==> config.mk <==
export PLATFORM = sky130hd
export DESIGN_NAME = psv_cfg
export DESIGN_NICKNAME = d
export VERILOG_FILES = /design/src/rtl/core/psv_pkg.sv /design/src/rtl/core/psv_cfg.sv
export SDC_FILE = /design/constraint.sdc
export NUM_CORES = 1
export LEC_CHECK = 0
export BUFFER_PORTS_ARGS = -buffer_cell sky130_fd_sc_hd__buf_4
export CORE_UTILIZATION = 30
export CTS_CLUSTER_DIAMETER = 40
export DETAILED_ROUTE_END_ITERATION = 8
export PLACE_DENSITY_LB_ADDON = 0.3
export SKIP_LAST_GASP = 1
export SLEW_MARGIN = 20
export SYNTH_ARGS = -nofsm -noshare
export SYNTH_HDL_FRONTEND = slang
export SYNTH_SLANG_ARGS = --single-unit
==> constraint.sdc <==
create_clock -name clk -period 2.5 [get_ports clk]
set_clock_uncertainty 0.05 [all_clocks]
set_input_delay 0.75 -clock clk [delete_from_list [all_inputs] [get_ports clk]]
set_output_delay 0.75 -clock clk [all_outputs]
set_load 0.02 [all_outputs]
==> src/rtl/core/psv_pkg.sv <==
// Shared types, constants and helpers for the plucked string voice.
// Used by the register block, controller, datapath and top level.
package psv_pkg;

	localparam int MAX_DELAY = 4096;
	localparam int ADDR_W    = 12;
	localparam int LEN_W     = 13;
	localparam int SAMPLE_W  = 16;
	localparam int CNT_W     = 24;

	localparam logic [LEN_W-1:0]    LEN_MIN   = 13'd2;
	localparam logic [LEN_W-1:0]    LEN_MAX   = 13'd4096;
	localparam logic [15:0]         DECAY_Q16 = 16'd65503;
	localparam logic [CNT_W-1:0]    CNT_SAT   = 24'hFF_FFFF;

	localparam logic [1:0] KIND_LOAD  = 2'd0;
	localparam logic [1:0] KIND_START = 2'd1;
	localparam logic [1:0] KIND_TICK  = 2'd2;

	localparam logic [2:0] REG_DELAY_LEN = 3'd0;
	localparam logic [2:0] REG_AP_COEFF  = 3'd1;
	localparam logic [2:0] REG_DAMPING   = 3'd2;
	localparam logic [2:0] REG_FLOOR     = 3'd3;
	localparam logic [2:0] REG_MIN_RING  = 3'd4;
	localparam logic [2:0] REG_MAX_RING  = 3'd5;

	typedef enum logic [1:0] {
		ST_IDLE,
		ST_MUL1,
		ST_MUL2,
		ST_COMMIT
	} state_t;

	typedef struct packed {
		logic [LEN_W-1:0] delay_length;
		logic [15:0]      allpass_coeff;
		logic [15:0]      damping;
		logic [14:0]      silence_floor;
		logic [CNT_W-1:0] min_ring;
		logic [CNT_W-1:0] max_ring;
	} cfg_t;

	typedef struct packed {
		logic rd_en;
		logic load_wr;
		logic start;
		logic commit;
	} cmd_t;

	typedef struct packed {
		logic out_free;
	} status_t;

	function automatic logic signed [SAMPLE_W-1:0] sat_sample(input logic signed [19:0] v);
		logic signed [19:0] hi;
		logic signed [19:0] lo;
		hi = 20'sd32767;
		lo = -20'sd32768;
		if (v > hi) begin
			return 16'sh7FFF;
		end else if (v < lo) begin
			return 16'sh8000;
		end
		return v[SAMPLE_W-1:0];
	endfunction

endpackage

==> src/rtl/core/psv_cfg.sv <==
// APB-style configuration registers of the plucked string voice.
// Depends on psv_pkg for the register indexes and the cfg_t bundle.
module psv_cfg (
	input  logic                  clk,
	input  logic                  arst_n,
	input  logic                  psel,
	input  logic                  penable,
	input  logic                  pwrite,
	input  logic [4:0]            paddr,
	input  logic [31:0]           pwdata,
	output logic [31:0]           prdata,
	output logic                  pready,
	output psv_pkg::cfg_t         cfg
);

	psv_pkg::cfg_t cfg_q;
	logic          wr_en;
	logic [2:0]    reg_idx;

	assign pready  = 1'b1;
	assign wr_en   = psel && penable && pwrite;
	assign reg_idx = paddr[4:2];
	assign cfg     = cfg_q;

	always_ff @(posedge clk or negedge arst_n) begin
		if (!arst_n) begin
			cfg_q.delay_length  <= 13'd2;
			cfg_q.allpass_coeff <= 16'd32768;
			cfg_q.damping       <= 16'd65208;
			cfg_q.silence_floor <= 15'd3;
			cfg_q.min_ring      <= 24'd4800;
			cfg_q.max_ring      <= 24'd960000;
		end else if (wr_en) begin
			case (reg_idx)
				psv_pkg::REG_DELAY_LEN: cfg_q.delay_length  <= pwdata[12:0];
				psv_pkg::REG_AP_COEFF:  cfg_q.allpass_coeff <= pwdata[15:0];
				psv_pkg::REG_DAMPING:   cfg_q.damping       <= pwdata[15:0];
				psv_pkg::REG_FLOOR:     cfg_q.silence_floor <= pwdata[14:0];
				psv_pkg::REG_MIN_RING:  cfg_q.min_ring      <= pwdata[23:0];
				psv_pkg::REG_MAX_RING:  cfg_q.max_ring      <= pwdata[23:0];
				default: ;
			endcase
		end
	end

	always_comb begin
		case (reg_idx)
			psv_pkg::REG_DELAY_LEN: prdata = {19'd0, cfg_q.delay_length};
			psv_pkg::REG_AP_COEFF:  prdata = {16'd0, cfg_q.allpass_coeff};
			psv_pkg::REG_DAMPING:   prdata = {16'd0, cfg_q.damping};
			psv_pkg::REG_FLOOR:     prdata = {17'd0, cfg_q.silence_floor};
			psv_pkg::REG_MIN_RING:  prdata = {8'd0, cfg_q.min_ring};
			psv_pkg::REG_MAX_RING:  prdata = {8'd0, cfg_q.max_ring};
			default:                prdata = 32'd0;
		endcase
	end

endmodule

==> summary.txt <==
Logic synthesis
  • Distinct cell type count of the synthesized netlist: 31
  • Top cell type's share of synthesized area: 40.47%
  • Synth Flop Type: dfrtp_1
  • Synth Instances: 374
  • Synthesized area: 5070 um^2
  • Largest cells by area after synthesis: dfrtp_1, mux2_2, dfstp_2
  • Synthesized flop and latch total: 108
  • Commonest cells post-synth: mux2_2, dfrtp_1, mux2i_1
  • Post-synth EDFFs: 0
  • Synth async-reset ratio: 100.0%
  • Most frequent cell after synthesis: mux2_2
  • Avg Inst Size Synth: 13.56 um^2
  • Register area share after synthesis: 53.95%
  • Synth area leader: dfrtp_1
  • YS warnings: 0

Clock tree
  • CTS root buf: clkbuf_16
  • Max H-tree Level: 3
  • Hold-fix buffer count after cts: 0
  • Clock transition at the registers of the reported paths: 0.07 ns
  • CTS tree: built
  • Clock tree buffer depth: 2
  • Clock Sinks: 108
  • Clk_lat worst skew: 0.35 ns
  • TritonCTS buffer count: 9

Critical path
  • Crit path buffers/inverters: 4
  • Cell Chain, Critical Path: buf_16 -> buf_12 -> buf_6 -> mux2i_1 -> o21ai_1 -> a221o_1 -> buf_6
  • Reg2Reg Depth: 1
  • Critical path arrival: 1.79 ns
  • Worst r2r src: cfg[104]
  • WP data required: 1.70 ns
  • Top cell family by delay on the critical path: buffers and inverters
  • Most frequent CP cell: buf_6
  • Critical Path End Type: output port
  • Worst R2R End: cfg[104]
  • CP max stage cell: a221o_1
  • Slowest Stage Delay on Critical Path: 0.30 ns
  • Critical path startpoint category: input pin
  • Worst R2R Setup Slack: 1.62 ns
  • Crit-path max FO: 8
  • Critical path type: input pin to output port

Floorplanning
  • I/O Pins: 183
  • Die Ht: 132 um
  • Initial Util: 30.68%
  • Placeable Area: 16520 um^2
  • Full die area: 17420 um^2
  • Rows: 47
  • Die X: 132 um

Placed design
  • # port buffers: 163
  • DP HPWL: 10840 um
  • Cell count after placement: 782
  • Pre-CTS setup slack: -0.3134 ns
  • Placement Cell Area: 7025 um^2
  • Routability cong.: 0.7906

GRT
  • Initial antenna violation count: 0
  • Gr usage total: 18.03%
  • Number of global-route vias before repair: 4154
  • First-pass GRT wire length: 23890 um
  • Total grt overflow: 0
  • Pin count of the biggest net entering global routing: 48

STA
  • Fin Setup TNS: -0.5551 ns
  • Final-report setup violation count: 11
  • Final worst-path setup slack: -0.08868 ns
  • Fmax: 386.3 MHz
  • Crit share post-route: 103.5%
  • Slew Limit Fails: 0
  • RSZ-0062 raised after global routing: true
  • Clock period minus worst slack: 2.589 ns
  • Final hold violation count: 0

Route
  • Residual DRC: 0
  • Number of DRC markers in iteration 0: 121
  • Via count: 3863
  • Detailed Routing Iterations Pass 1: 4
  • Routed Antenna Nets: 0
  • Routed wire length: 15500 um
  • WL/cell: 19.11 um
  • Vias per cell: 4.763

Flow run
  • Max_cap viols: 0

Power
  • Power Density: 768.1 nW/um^2
  • VDD IR max: 0.4238 mV
  • LEAKAGE: 0.003693 uW

Status
  • Status: complete, but fails checks
  • Failing checks: negative setup slack

Layout
  • Max reg flops: 108
  • Fin cells: 811
  • Design area: 7807 um^2
  • Layout cells sized above 1: 68.53%
  • Synthesis-to-layout area growth: 54.00%
  • Antenna diodes: 0
  • Final layout net count: 628

Min path
  • Min-Delay Path Class: input pin to asynchronous set/reset pin
-- layout make-up --
| type | count | area (um^2) |
|---|---|---|
| Clock buffer | 15 | 277.8 |
| Clock inverter | 1 | 30.03 |
| Fill cell | 1484 | 8717 |
| Inverter | 4 | 15.01 |
| Multi-Input combinational cell | 235 | 2436 |
| Sequential cell | 108 | 2735 |
| Tap cell | 220 | 275.3 |
| Timing Repair Buffer | 228 | 2038 |
-- metal layers --
metal / global-route usage (%) / wire, um / up-vias
met1: 21.61 / 6535 / 1958
met4: 5.039 / 220 / 0
met5: 0 / 0 / -
li1: - / - / 1764
met3: 5.844 / 1016 / 17
met2: 30.89 / 7725 / 124
-- power breakdown --
group | leakage [uW] | internal [uW] | switching (uW)
Combinational | 0.00222 | 1030 | 1030
Sequential | 0.00132 | 2150 | 307
Clock | 0.000150 | 861 | 619
-- kinds of logic after synthesis --
| family | after synthesis | synth area share, % |
|---|---|---|
| muxes | 150 | 32.53 |
| DFF | 108 | 53.95 |
| and+or+nand+nor | 42 | 4.615 |
| buffers and inverters | 38 | 3.949 |
| AOI/OAI and AO/OA | 34 | 4.813 |
| other | 2 | 0.1481 |
-- how the worst max path moves through the flow --
stage | startpoint | endpoint | slack (ns) | depth (start not counted)
floorplan | paddr[3] | prdata[17] | -0.04 | 5
detailed placement | paddr[2] | prdata[4] | -0.31 | 7
global route | paddr[2] | prdata[4] | -0.14 | 7
finish | paddr[2] | prdata[3] | -0.09 | 7
CTS | paddr[2] | prdata[4] | -0.11 | 7
global placement | paddr[2] | prdata[3] | -0.33 | 7
-- metrics by stage --
step | power, uW | util, % | hold WS, ns
finish | 5997 | 47.25 | 0.2652
global route | 6280 | 47.25 | 0.2777
CTS | 6019 | 46.30 | 0.2639
detailed placement | 4421 | 42.52 | 0.4592
global placement | 4375 | 42.52 | 0.4465
floorplan | 3470 | - | 0.4044
-- timing repair --
item,4_1_cts,5_1_grt
setup buffers,8,3
setup endpoints to repair,20,16
resized for setup,46,26
pin swaps,12,11
cloned,2,1
-- placed cells by master, fill, tap and decap left out, drive strengths merged, types with 2 or more instances in the layout --
cell / n
dfrtp: 82
dfstp: 26
clkbuf: 16
nand3: 5
buf: 225
nand2b: 2
or3: 4
nor3b: 3
inv: 4
o22ai: 6
a221oi: 2
mux2i: 32
bufbuf: 2
and3b: 3
o21a: 4
o21ai: 3
conb: 9
a21oi: 6
o221ai: 7
nor2b: 3
nor2: 18
a22oi: 3
mux2: 118
a221o: 3
Note: power is estimated with default switching activity, not from simulation.
