## config.mk

```make
export PLATFORM = sky130hd
export DESIGN_NAME = psv_ctrl
export DESIGN_NICKNAME = d
export VERILOG_FILES = /design/src/rtl/core/psv_pkg.sv /design/src/rtl/core/psv_ctrl.sv
export SDC_FILE = /design/constraint.sdc
export NUM_CORES = 1
export LEC_CHECK = 0
export ABC_AREA = 0
export BUFFER_PORTS_ARGS = -buffer_cell sky130_fd_sc_hd__buf_2
export CORE_AREA = 4 4 41 43
export DETAILED_ROUTE_END_ITERATION = 8
export DIE_AREA = 0 0 45 47
export GPL_TIMING_DRIVEN = 0
export PLACE_DENSITY_LB_ADDON = 0.25
export SYNTH_ARGS = -nofsm -noshare
export SYNTH_HDL_FRONTEND = slang
export SYNTH_SLANG_ARGS = --single-unit
```

## constraint.sdc

```tcl
create_clock -name clk -period 2.1 [get_ports clk]
set_clock_uncertainty 0.2 [all_clocks]
set_input_delay 0.105 -clock clk [delete_from_list [all_inputs] [get_ports clk]]
set_output_delay 0.105 -clock clk [all_outputs]
set_load 0.05 [all_outputs]
```

## src/rtl/core/psv_pkg.sv

```systemverilog
// Shared types, constants and helpers for the plucked string voice.
// Used by the register block, controller, datapath and top level.
package psv_pkg;

	localparam int MAX_DELAY = 4096;
	localparam int ADDR_W    = 12;
	localparam int LEN_W     = 13;
	localparam int SAMPLE_W  = 16;
	localparam int CNT_W     = 24;

	localparam logic [LEN_W-1:0]    LEN_MIN   = 13'd2;
	localparam logic [LEN_W-1:0]    LEN_MAX   = 13'd4096;
	localparam logic [15:0]         DECAY_Q16 = 16'd65503;
	localparam logic [CNT_W-1:0]    CNT_SAT   = 24'hFF_FFFF;

	localparam logic [1:0] KIND_LOAD  = 2'd0;
	localparam logic [1:0] KIND_START = 2'd1;
	localparam logic [1:0] KIND_TICK  = 2'd2;

	localparam logic [2:0] REG_DELAY_LEN = 3'd0;
	localparam logic [2:0] REG_AP_COEFF  = 3'd1;
	localparam logic [2:0] REG_DAMPING   = 3'd2;
	localparam logic [2:0] REG_FLOOR     = 3'd3;
	localparam logic [2:0] REG_MIN_RING  = 3'd4;
	localparam logic [2:0] REG_MAX_RING  = 3'd5;

	typedef enum logic [1:0] {
		ST_IDLE,
		ST_MUL1,
		ST_MUL2,
		ST_COMMIT
	} state_t;

	typedef struct packed {
		logic [LEN_W-1:0] delay_length;
		logic [15:0]      allpass_coeff;
		logic [15:0]      damping;
		logic [14:0]      silence_floor;
		logic [CNT_W-1:0] min_ring;
		logic [CNT_W-1:0] max_ring;
	} cfg_t;

	typedef struct packed {
		logic rd_en;
		logic load_wr;
		logic start;
		logic commit;
	} cmd_t;

	typedef struct packed {
		logic out_free;
	} status_t;

	function automatic logic signed [SAMPLE_W-1:0] sat_sample(input logic signed [19:0] v);
		logic signed [19:0] hi;
		logic signed [19:0] lo;
		hi = 20'sd32767;
		lo = -20'sd32768;
		if (v > hi) begin
			return 16'sh7FFF;
		end else if (v < lo) begin
			return 16'sh8000;
		end
		return v[SAMPLE_W-1:0];
	endfunction

endpackage

```

## src/rtl/core/psv_ctrl.sv

```systemverilog
// Sequencing state machine of the plucked string voice.
// Depends on psv_pkg; drives cmd_t to psv_dpath and reads its status_t.
module psv_ctrl (
	input  logic              clk,
	input  logic              arst_n,
	input  logic              in_valid,
	input  logic [1:0]        in_kind,
	output logic              in_ready,
	input  psv_pkg::status_t  status,
	output psv_pkg::cmd_t     cmd
);

	psv_pkg::state_t state_q;
	psv_pkg::state_t state_nx;
	logic            in_xfer;

	assign in_xfer = in_valid && (state_q == psv_pkg::ST_IDLE);

	always_ff @(posedge clk or negedge arst_n) begin
		if (!arst_n) begin
			state_q <= psv_pkg::ST_IDLE;
		end else begin
			state_q <= state_nx;
		end
	end

	always_comb begin
		state_nx = state_q;
		case (state_q)
			psv_pkg::ST_IDLE: begin
				if (in_xfer && in_kind == psv_pkg::KIND_TICK) state_nx = psv_pkg::ST_MUL1;
			end
			psv_pkg::ST_MUL1:   state_nx = psv_pkg::ST_MUL2;
			psv_pkg::ST_MUL2:   state_nx = psv_pkg::ST_COMMIT;
			psv_pkg::ST_COMMIT: begin
				if (status.out_free) state_nx = psv_pkg::ST_IDLE;
			end
			default:            state_nx = psv_pkg::ST_IDLE;
		endcase
	end

	always_comb begin
		in_ready    = (state_q == psv_pkg::ST_IDLE);
		cmd.rd_en   = in_xfer && (in_kind == psv_pkg::KIND_TICK);
		cmd.load_wr = in_xfer && (in_kind == psv_pkg::KIND_LOAD);
		cmd.start   = in_xfer && (in_kind == psv_pkg::KIND_START);
		cmd.commit  = (state_q == psv_pkg::ST_COMMIT) && status.out_free;
	end

	a_tick_enters_mul1: assert property (@(posedge clk) disable iff (!arst_n)
		cmd.rd_en |=> state_q == psv_pkg::ST_MUL1)
		else $error("tick transfer did not start the pipeline");

	a_mul1_to_mul2: assert property (@(posedge clk) disable iff (!arst_n)
		state_q == psv_pkg::ST_MUL1 |=> state_q == psv_pkg::ST_MUL2)
		else $error("pipeline step skipped");

	a_commit_returns_idle: assert property (@(posedge clk) disable iff (!arst_n)
		cmd.commit |=> state_q == psv_pkg::ST_IDLE)
		else $error("commit did not release the input side");

endmodule

```

==> impl_metrics.ini, run 1 <==
[final_layout]
fin_nets = 43
regMostFlops = state_q
drive_above_1_share_pct = 59.4
reg_top3 = state_q: 2 flops
design_area_um2 = 300
antennaDiodeCount = 0
fin_util_pct = 23.1
n_fill_cell = 158
syn_to_final_growth_pct = 72.7
final_cells = 47
largest_reg_flops = 2

[global_routing]
grtUsageMet2_pct = 9.04
overflow = 0
grt.total_usage_pct = 5.13
grt_start_max_net_pins = 5
top_usage_layer = met2
antenna_found_initial = 0
met3_usage_pct = 0
grt_use_met1_pct = 5.45
grt_pass1_vias = 206
grt_pass1_wl_um = 759

[critical_path]
crit_required_ps = 1790
cp-start-kind = flop
cp_max_fo = 4
cp_slowest_cell = dfrtp_1
rr_startpoint = state_q[1]$_DFFE_PN0P_
reg2regPathDepth = 4
worst-r2r-setup-slack_ps = 580
endpoint = cmd[3]
crit_start = state_q[0]$_DFFE_PN0P_
worstReg2RegEnd = state_q[1]$_DFFE_PN0P_
criticalPathCategory = reg -> out
end_kind = output port
critical_path.cell_chain = inv_1 -> ha_1 -> nand2_1 -> nor3b_2 -> buf_2
max_stage_delay_ps = 390
cp.arrival_ps = 1560

[sta]
relSlewSlack_pct = 83.4
hold_ws_ps = 163
setup_viol = 0
worstMarginPinSlew_ps = 251
rsz0062_at_grt = false
maxSlewViolCount = 0
layout_setup_ws_ps = 239
tns_ps = 0
fin_crit_sh_pct = 88.6
hold_violations = 0
fmax_mhz = 537
min_period_ps = 1860

[detailed_routing]
firstDrtPassIters = 4
dr_total_vias = 179
wl_per_cell_um = 9.23
drc = 0
vias_per_cell = 3.81
wl_um = 434
drt_first_iter_violations = 2
drt.antenna.violating_nets = 0

[yosys]
synth_top_family_by_area = simple AND/OR/NAND/NOR gates
synth_compound_area_share_pct = 11.5
avgSynthCellArea_um2 = 10.2
ys_seq_area_share_pct = 28.8
synthAdderAreaFrac_pct = 21.6
synthSimpleGateAreaFrac_pct = 25.2
synthesis.nets = 26
yosys_warnings = 0
mappedNetlistArea_um2 = 174
synthMuxAreaShare_pct = 8.63
synthXorXnorAreaFrac_pct = 0
syn_inst = 17
synth.distinct_cells = 12
ys_seq_elements = 2

[place]
dp_slack_ps = 455
dp_hpwl_um = 349
place_congestion = 0.621
dp.cells = 42
placed_area_um2 = 258
io_buffers = 10

[clock_network]
clockBufferDepth = 2
cts_tree = done
cts_sinks = 2
insertion_delay_ps = 230
clock-root-buffer = clkbuf_4
clkTransAtPathRegs_ps = 30
cts_hold_buf = 2
numCtsBuffers = 3
post_cts_resized = 0
htreeDepth = 1
postCtsSetupBuffers = 0

[job]
maxCapViolCount = 0

[power]
irDropWorstVdd_mv = 0.348
p_per_area_nw_per_um2 = 1400
fin_total_pwr_mw = 0.421
p_leak_nw = 0.153

[floorplan]
chipWidth_um = 45
die-area_um2 = 2120
start_util_pct = 13.4
io_pins = 11
num_rows = 13
coreArea_um2 = 1300
dieHeight_um = 47

[hold_path]
hold_path.class = in -> reg

[status]
status = complete, no violations
power by group:
part | internal (mW) | switching [mW]
Sequential | 0.0611 | 0.0191
Combinational | 0.107 | 0.149
Clock | 0.0631 | 0.0225
critical path: cells and delay by family (launching register included):
kind / cells / cell delay [ps]
buf+inv: 2 / 370
flops: 1 / 390
simple gates: 2 / 340
fa+ha+maj: 1 / 240
how the worst min path moves through the flow:
stage | startpoint | cells after the start | end
2_1_floorplan | arst_n | 0 | state_q[0]$_DFFE_PN0P_
3_3_place_gp | arst_n | 1 | state_q[0]$_DFFE_PN0P_
3_5_place_dp | arst_n | 1 | state_q[1]$_DFFE_PN0P_
4_1_cts | status | 4 | state_q[1]$_DFFE_PN0P_
5_1_grt | status | 4 | state_q[1]$_DFFE_PN0P_
6_report | status | 3 | state_q[0]$_DFFE_PN0P_
cell usage in the layout, fill, tap and decap left out:
| cell | instances |
|---|---|
| a21oi_2 | 1 |
| and2_1 | 1 |
| buf_2 | 10 |
| clkbuf_4 | 3 |
| dfrtp_1 | 2 |
| dlygate4sd3_1 | 2 |
| ha_1 | 3 |
| inv_1 | 2 |
| mux2_4 | 1 |
| nand2_1 | 1 |
| nand3b_1 | 1 |
| nor2b_1 | 1 |
| nor3_2 | 1 |
| nor3b_2 | 2 |
| o32a_2 | 1 |
cell type report:
class / count / area [um^2] / area share (%)
Tap cell: 15 / 18.8 / 6.25
Clock buffer: 3 / 22.5 / 7.50
Multi-Input combinational cell: 13 / 131 / 43.8
Timing Repair Buffer: 12 / 70.1 / 23.3
Sequential cell: 2 / 50.0 / 16.7
Inverter: 2 / 7.51 / 2.50
routing by layer:
layer	share of wire (%)	vias up
li1	-	90
met1	43	75
met2	42	12
met3	11	2
met4	4.1	0
met5	0	-
synthesized netlist by cell type:
master / count / area, um^2
ha_1: 3 / 37.5
dfrtp_1: 2 / 50.1
inv_1: 2 / 7.51
nor3b_1: 2 / 15.0
a21oi_2: 1 / 8.76
and2_1: 1 / 6.26
mux2_4: 1 / 15.0
nand2_1: 1 / 3.75
nand3b_1: 1 / 7.51
nor2b_1: 1 / 6.26
nor3_1: 1 / 5.00
o32a_2: 1 / 11.3
kinds of logic (layout without fill, tap and decap cells):
family	Yosys count	after routing
fa+ha+maj	3	3
simple gates	7	7
mux	1	1
flops	2	2
compound gates	2	2
buf+inv	2	17
Note: power is estimated with default switching activity, not from simulation.
==> run 2: changes to the inputs <==
REMOVE_ABC_BUFFERS = 1   (was not set)
==> impl_metrics.ini, run 2 (same netlist as run 1, synthesis figures left out) <==
[clock_network]
htreeDepth = 1
numCtsBuffers = 3
clkTransAtPathRegs_ps = 30
clock-root-buffer = clkbuf_4
insertion_delay_ps = 230
cts_tree = done
clockBufferDepth = 2
cts_sinks = 2
postCtsSetupBuffers = 0

[sta]
setup_viol = 0
tns_ps = 0
hold_ws_ps = 177
worstMarginPinSlew_ps = 253
fmax_mhz = 544
rsz0062_at_grt = false
min_period_ps = 1840
fin_crit_sh_pct = 87.5
hold_violations = 0
relSlewSlack_pct = 83.2
maxSlewViolCount = 0
layout_setup_ws_ps = 263

[floorplan]
chipWidth_um = 45
start_util_pct = 13.4
coreArea_um2 = 1300
io_pins = 11
die-area_um2 = 2120
num_rows = 13
dieHeight_um = 47

[critical_path]
cp-start-kind = flop
max_stage_delay_ps = 390
cp.arrival_ps = 1530
critical_path.cell_chain = inv_1 -> ha_1 -> nand2_1 -> nor3b_1 -> buf_2
crit_required_ps = 1790
cp_slowest_cell = dfrtp_1
criticalPathCategory = reg -> out
crit_buf_inv = 2
end_kind = output port
cp_max_fo = 4
critPathTopFamily = flip-flops

[place]
placed_area_um2 = 243
dp_slack_ps = 482
dp_hpwl_um = 357
place_congestion = 0.626
io_buffers = 10

[global_routing]
grt_pass1_wl_um = 655
grt.total_usage_pct = 4.27
antenna_found_initial = 0
overflow = 0
grt_start_max_net_pins = 5
grt_pass1_vias = 170

[final_layout]
antennaDiodeCount = 0
design_area_um2 = 295
fin_nets = 44
layout_common_cells = 10 x buf_2, 3 x ha_1, 3 x clkbuf_4, 3 x dlygate4sd3_1
n_fill_cell = 151
largest_reg_flops = 2
drive_above_1_share_pct = 48.5
syn_to_final_growth_pct = 69.8
layout_commonest_cell = buf_2
reg_top3 = state_q: 2 flops
regMostFlops = state_q

[detailed_routing]
firstDrtPassIters = 1
drt_first_iter_violations = 0
vias_per_cell = 3.79
drt.antenna.violating_nets = 0
dr_total_vias = 182
wl_um = 451
drc = 0
wl_per_cell_um = 9.40

[hold_path]
hold_path.class = in -> reg

[power]
p_leak_nw = 0.154
p_per_area_nw_per_um2 = 1420
irDropWorstVdd_mv = 0.416

[job]
maxCapViolCount = 0

[status]
status = complete, no violations
==> run 2: stage by stage <==
stage | utilization (%) | power, mW | instances
floorplan | - | 0.282 | 17
global route | 22.7 | 0.444 | 48
finish | 22.7 | 0.418 | 48
detailed placement | 18.7 | 0.331 | 42
global placement | 18.7 | 0.322 | 42
CTS | 22.7 | 0.423 | 48
==> run 2: final cells by class <==
type	count	area (um^2)	area share [%]
sequential	2	50.0	16.9
multi-input combinational	13	116	39.4
clock buffer	3	22.5	7.63
tap	15	18.8	6.36
inverter	2	7.51	2.54
timing repair buffer	13	80.1	27.1
==> run 2: tightest hold or removal path: stages <==
cell	delay, ps
buf_2	80
nor2b_1	60
a21oi_2	150
o32a_2	160
==> run 2: routing by layer <==
layer / share of wire, % / global-route usage, % / vias to the layer above
met5: 0 / 0 / -
met4: 2.4 / 3.51 / 0
li1: - / - / 91
met1: 37 / 4.77 / 84
met3: 6.0 / 0.383 / 2
met2: 55 / 7.34 / 5
==> run 2: worst paths after layout <==
kind                                             start                     end  slack (ps)  depth (start not counted)
worst max-delay path            state_q[0]$_DFFE_PN0P_                  cmd[3]         260                          5
worst min-delay path                            status  state_q[0]$_DFFE_PN0P_         180                          4
max in group asynchronous                       arst_n  state_q[1]$_DFFE_PN0P_         510                          4
min in group asynchronous                       arst_n  state_q[0]$_DFFE_PN0P_         550                          3
worst min register to register  state_q[0]$_DFFE_PN0P_  state_q[0]$_DFFE_PN0P_         340                          1
worst max register to register  state_q[1]$_DFFE_PN0P_  state_q[1]$_DFFE_PN0P_         550                          4
==> run 2: report_power, final <==
part | total (mW) | switching [mW] | internal (mW) | leakage [nW]
sequential | 0.0814 | 0.0204 | 0.0611 | 0.0237
combinational | 0.250 | 0.144 | 0.106 | 0.116
clock | 0.0864 | 0.0233 | 0.0631 | 0.0138
==> run 2: what timing repair did <==
action,CTS,global route
hold buffers,3,0
gates resized for setup,0,0
endpoints found under the hold margin,2,0
==> run 3: changes to the inputs <==
SETUP_SLACK_MARGIN = 0.3   (was not set)
==> impl_metrics.ini, run 3 (same netlist as run 1, synthesis figures left out) <==
[place]
io_buffers = 10
dp_slack_ps = 482
dp.cells = 42
dp_hpwl_um = 357
place_congestion = 0.626

[floorplan]
io_pins = 11
num_rows = 13
chipWidth_um = 45
dieHeight_um = 47
coreArea_um2 = 1300
start_util_pct = 13.4
die-area_um2 = 2120

[critical_path]
cp-start-kind = flop
end_kind = output port
crit_required_ps = 1790
cp_max_fo = 4
criticalPathCategory = reg -> out
cp.arrival_ps = 1440

[clock_network]
cts_sinks = 2
htreeDepth = 1
clock-root-buffer = clkbuf_4
clockBufferDepth = 2
postCtsSetupBuffers = 0
cts_tree = done
insertion_delay_ps = 230
clkTransAtPathRegs_ps = 30
numCtsBuffers = 3

[sta]
layout_setup_ws_ps = 359
hold_violations = 0
rsz0062_at_grt = true
maxSlewViolCount = 0
min_period_ps = 1740
fin_crit_sh_pct = 82.9
worstMarginPinSlew_ps = 249
relSlewSlack_pct = 83.5
tns_ps = 0
hold_ws_ps = 177
setup_viol = 0
fmax_mhz = 574

[power]
irDropWorstVdd_mv = 0.418
p_per_area_nw_per_um2 = 1350
p_leak_nw = 0.155

[status]
status = complete, no violations

[detailed_routing]
drc = 0
firstDrtPassIters = 1
wl_um = 491
dr_total_vias = 185
drt.antenna.violating_nets = 0
vias_per_cell = 3.85
wl_per_cell_um = 10.2
drt_first_iter_violations = 0

[global_routing]
grt_pass1_vias = 170
grt_pass1_wl_um = 648
grt.total_usage_pct = 4.27
overflow = 0
grt_start_max_net_pins = 5
antenna_found_initial = 0

[hold_path]
hold_path.class = in -> reg

[final_layout]
fin_nets = 44
largest_reg_flops = 2
multi_input_area_um2 = 129
reg_top3 = state_q: 2 flops
n_fill_cell = 155
drive_above_1_share_pct = 57.6
final_cells = 48
regMostFlops = state_q
layout_common_cells = 7 x buf_2, 3 x clkbuf_4, 3 x dlygate4sd3_1
antennaDiodeCount = 0
fin_util_pct = 24.5
syn_to_final_growth_pct = 83.5
register_area_um2 = 50.0
layout_commonest_cell = buf_2

[job]
maxCapViolCount = 0
-- run 3: path summary, 6_finish.rpt --
| path | endpoint | start | depth (start not counted) | slack (ps) |
|---|---|---|---|---|
| worst max-delay path | cmd[1] | state_q[0]$_DFFE_PN0P_ | 5 | 360 |
| worst min-delay path | state_q[1]$_DFFE_PN0P_ | in_valid | 4 | 180 |
| worst max register to register | state_q[1]$_DFFE_PN0P_ | state_q[1]$_DFFE_PN0P_ | 4 | 550 |
| worst min register to register | state_q[0]$_DFFE_PN0P_ | state_q[0]$_DFFE_PN0P_ | 1 | 340 |
| max in group asynchronous | state_q[1]$_DFFE_PN0P_ | arst_n | 4 | 510 |
| min in group asynchronous | state_q[0]$_DFFE_PN0P_ | arst_n | 3 | 550 |
-- run 3: repair_timing --
item	in CTS	in global routing
endpoints found under the hold margin	2	0
hold buffers	3	0
gates resized for setup	2	6
endpoints found under the setup margin	2	3
pin swaps	0	1
-- run 3: final cells by class --
type	count	share of cell area, %
multi-input combinational	13	40.4
timing repair buffer	13	28.6
sequential	2	15.7
clock buffer	3	7.06
tap	15	5.88
inverter	2	2.35
-- run 3: layer usage --
metal / vias to the layer above / global-route usage (%) / routed length, um
li1: 91 / - / -
met1: 87 / 4.55 / 173
met3: 2 / 0.383 / 27
met2: 5 / 7.63 / 279
met4: 0 / 3.51 / 10
met5: - / 0 / 0
-- run 3: worst max-delay path: stages (launching register included) --
cell,delay [ps]
dfrtp_1,390
inv_1,90
ha_2,220
nand2_1,120
nor3b_2,170
buf_4,220
-- run 3: per-stage QoR --
stage | power [mW] | area [um^2]
floorplan | 0.282 | 174
global placement | 0.322 | 243
detailed placement | 0.331 | 243
CTS | 0.425 | 300
global route | 0.457 | 319
finish | 0.431 | 319
-- run 3: where the power goes --
part / switching, mW / internal [mW]
registers: 0.0208 / 0.0611
logic: 0.149 / 0.114
clock network: 0.0233 / 0.0632
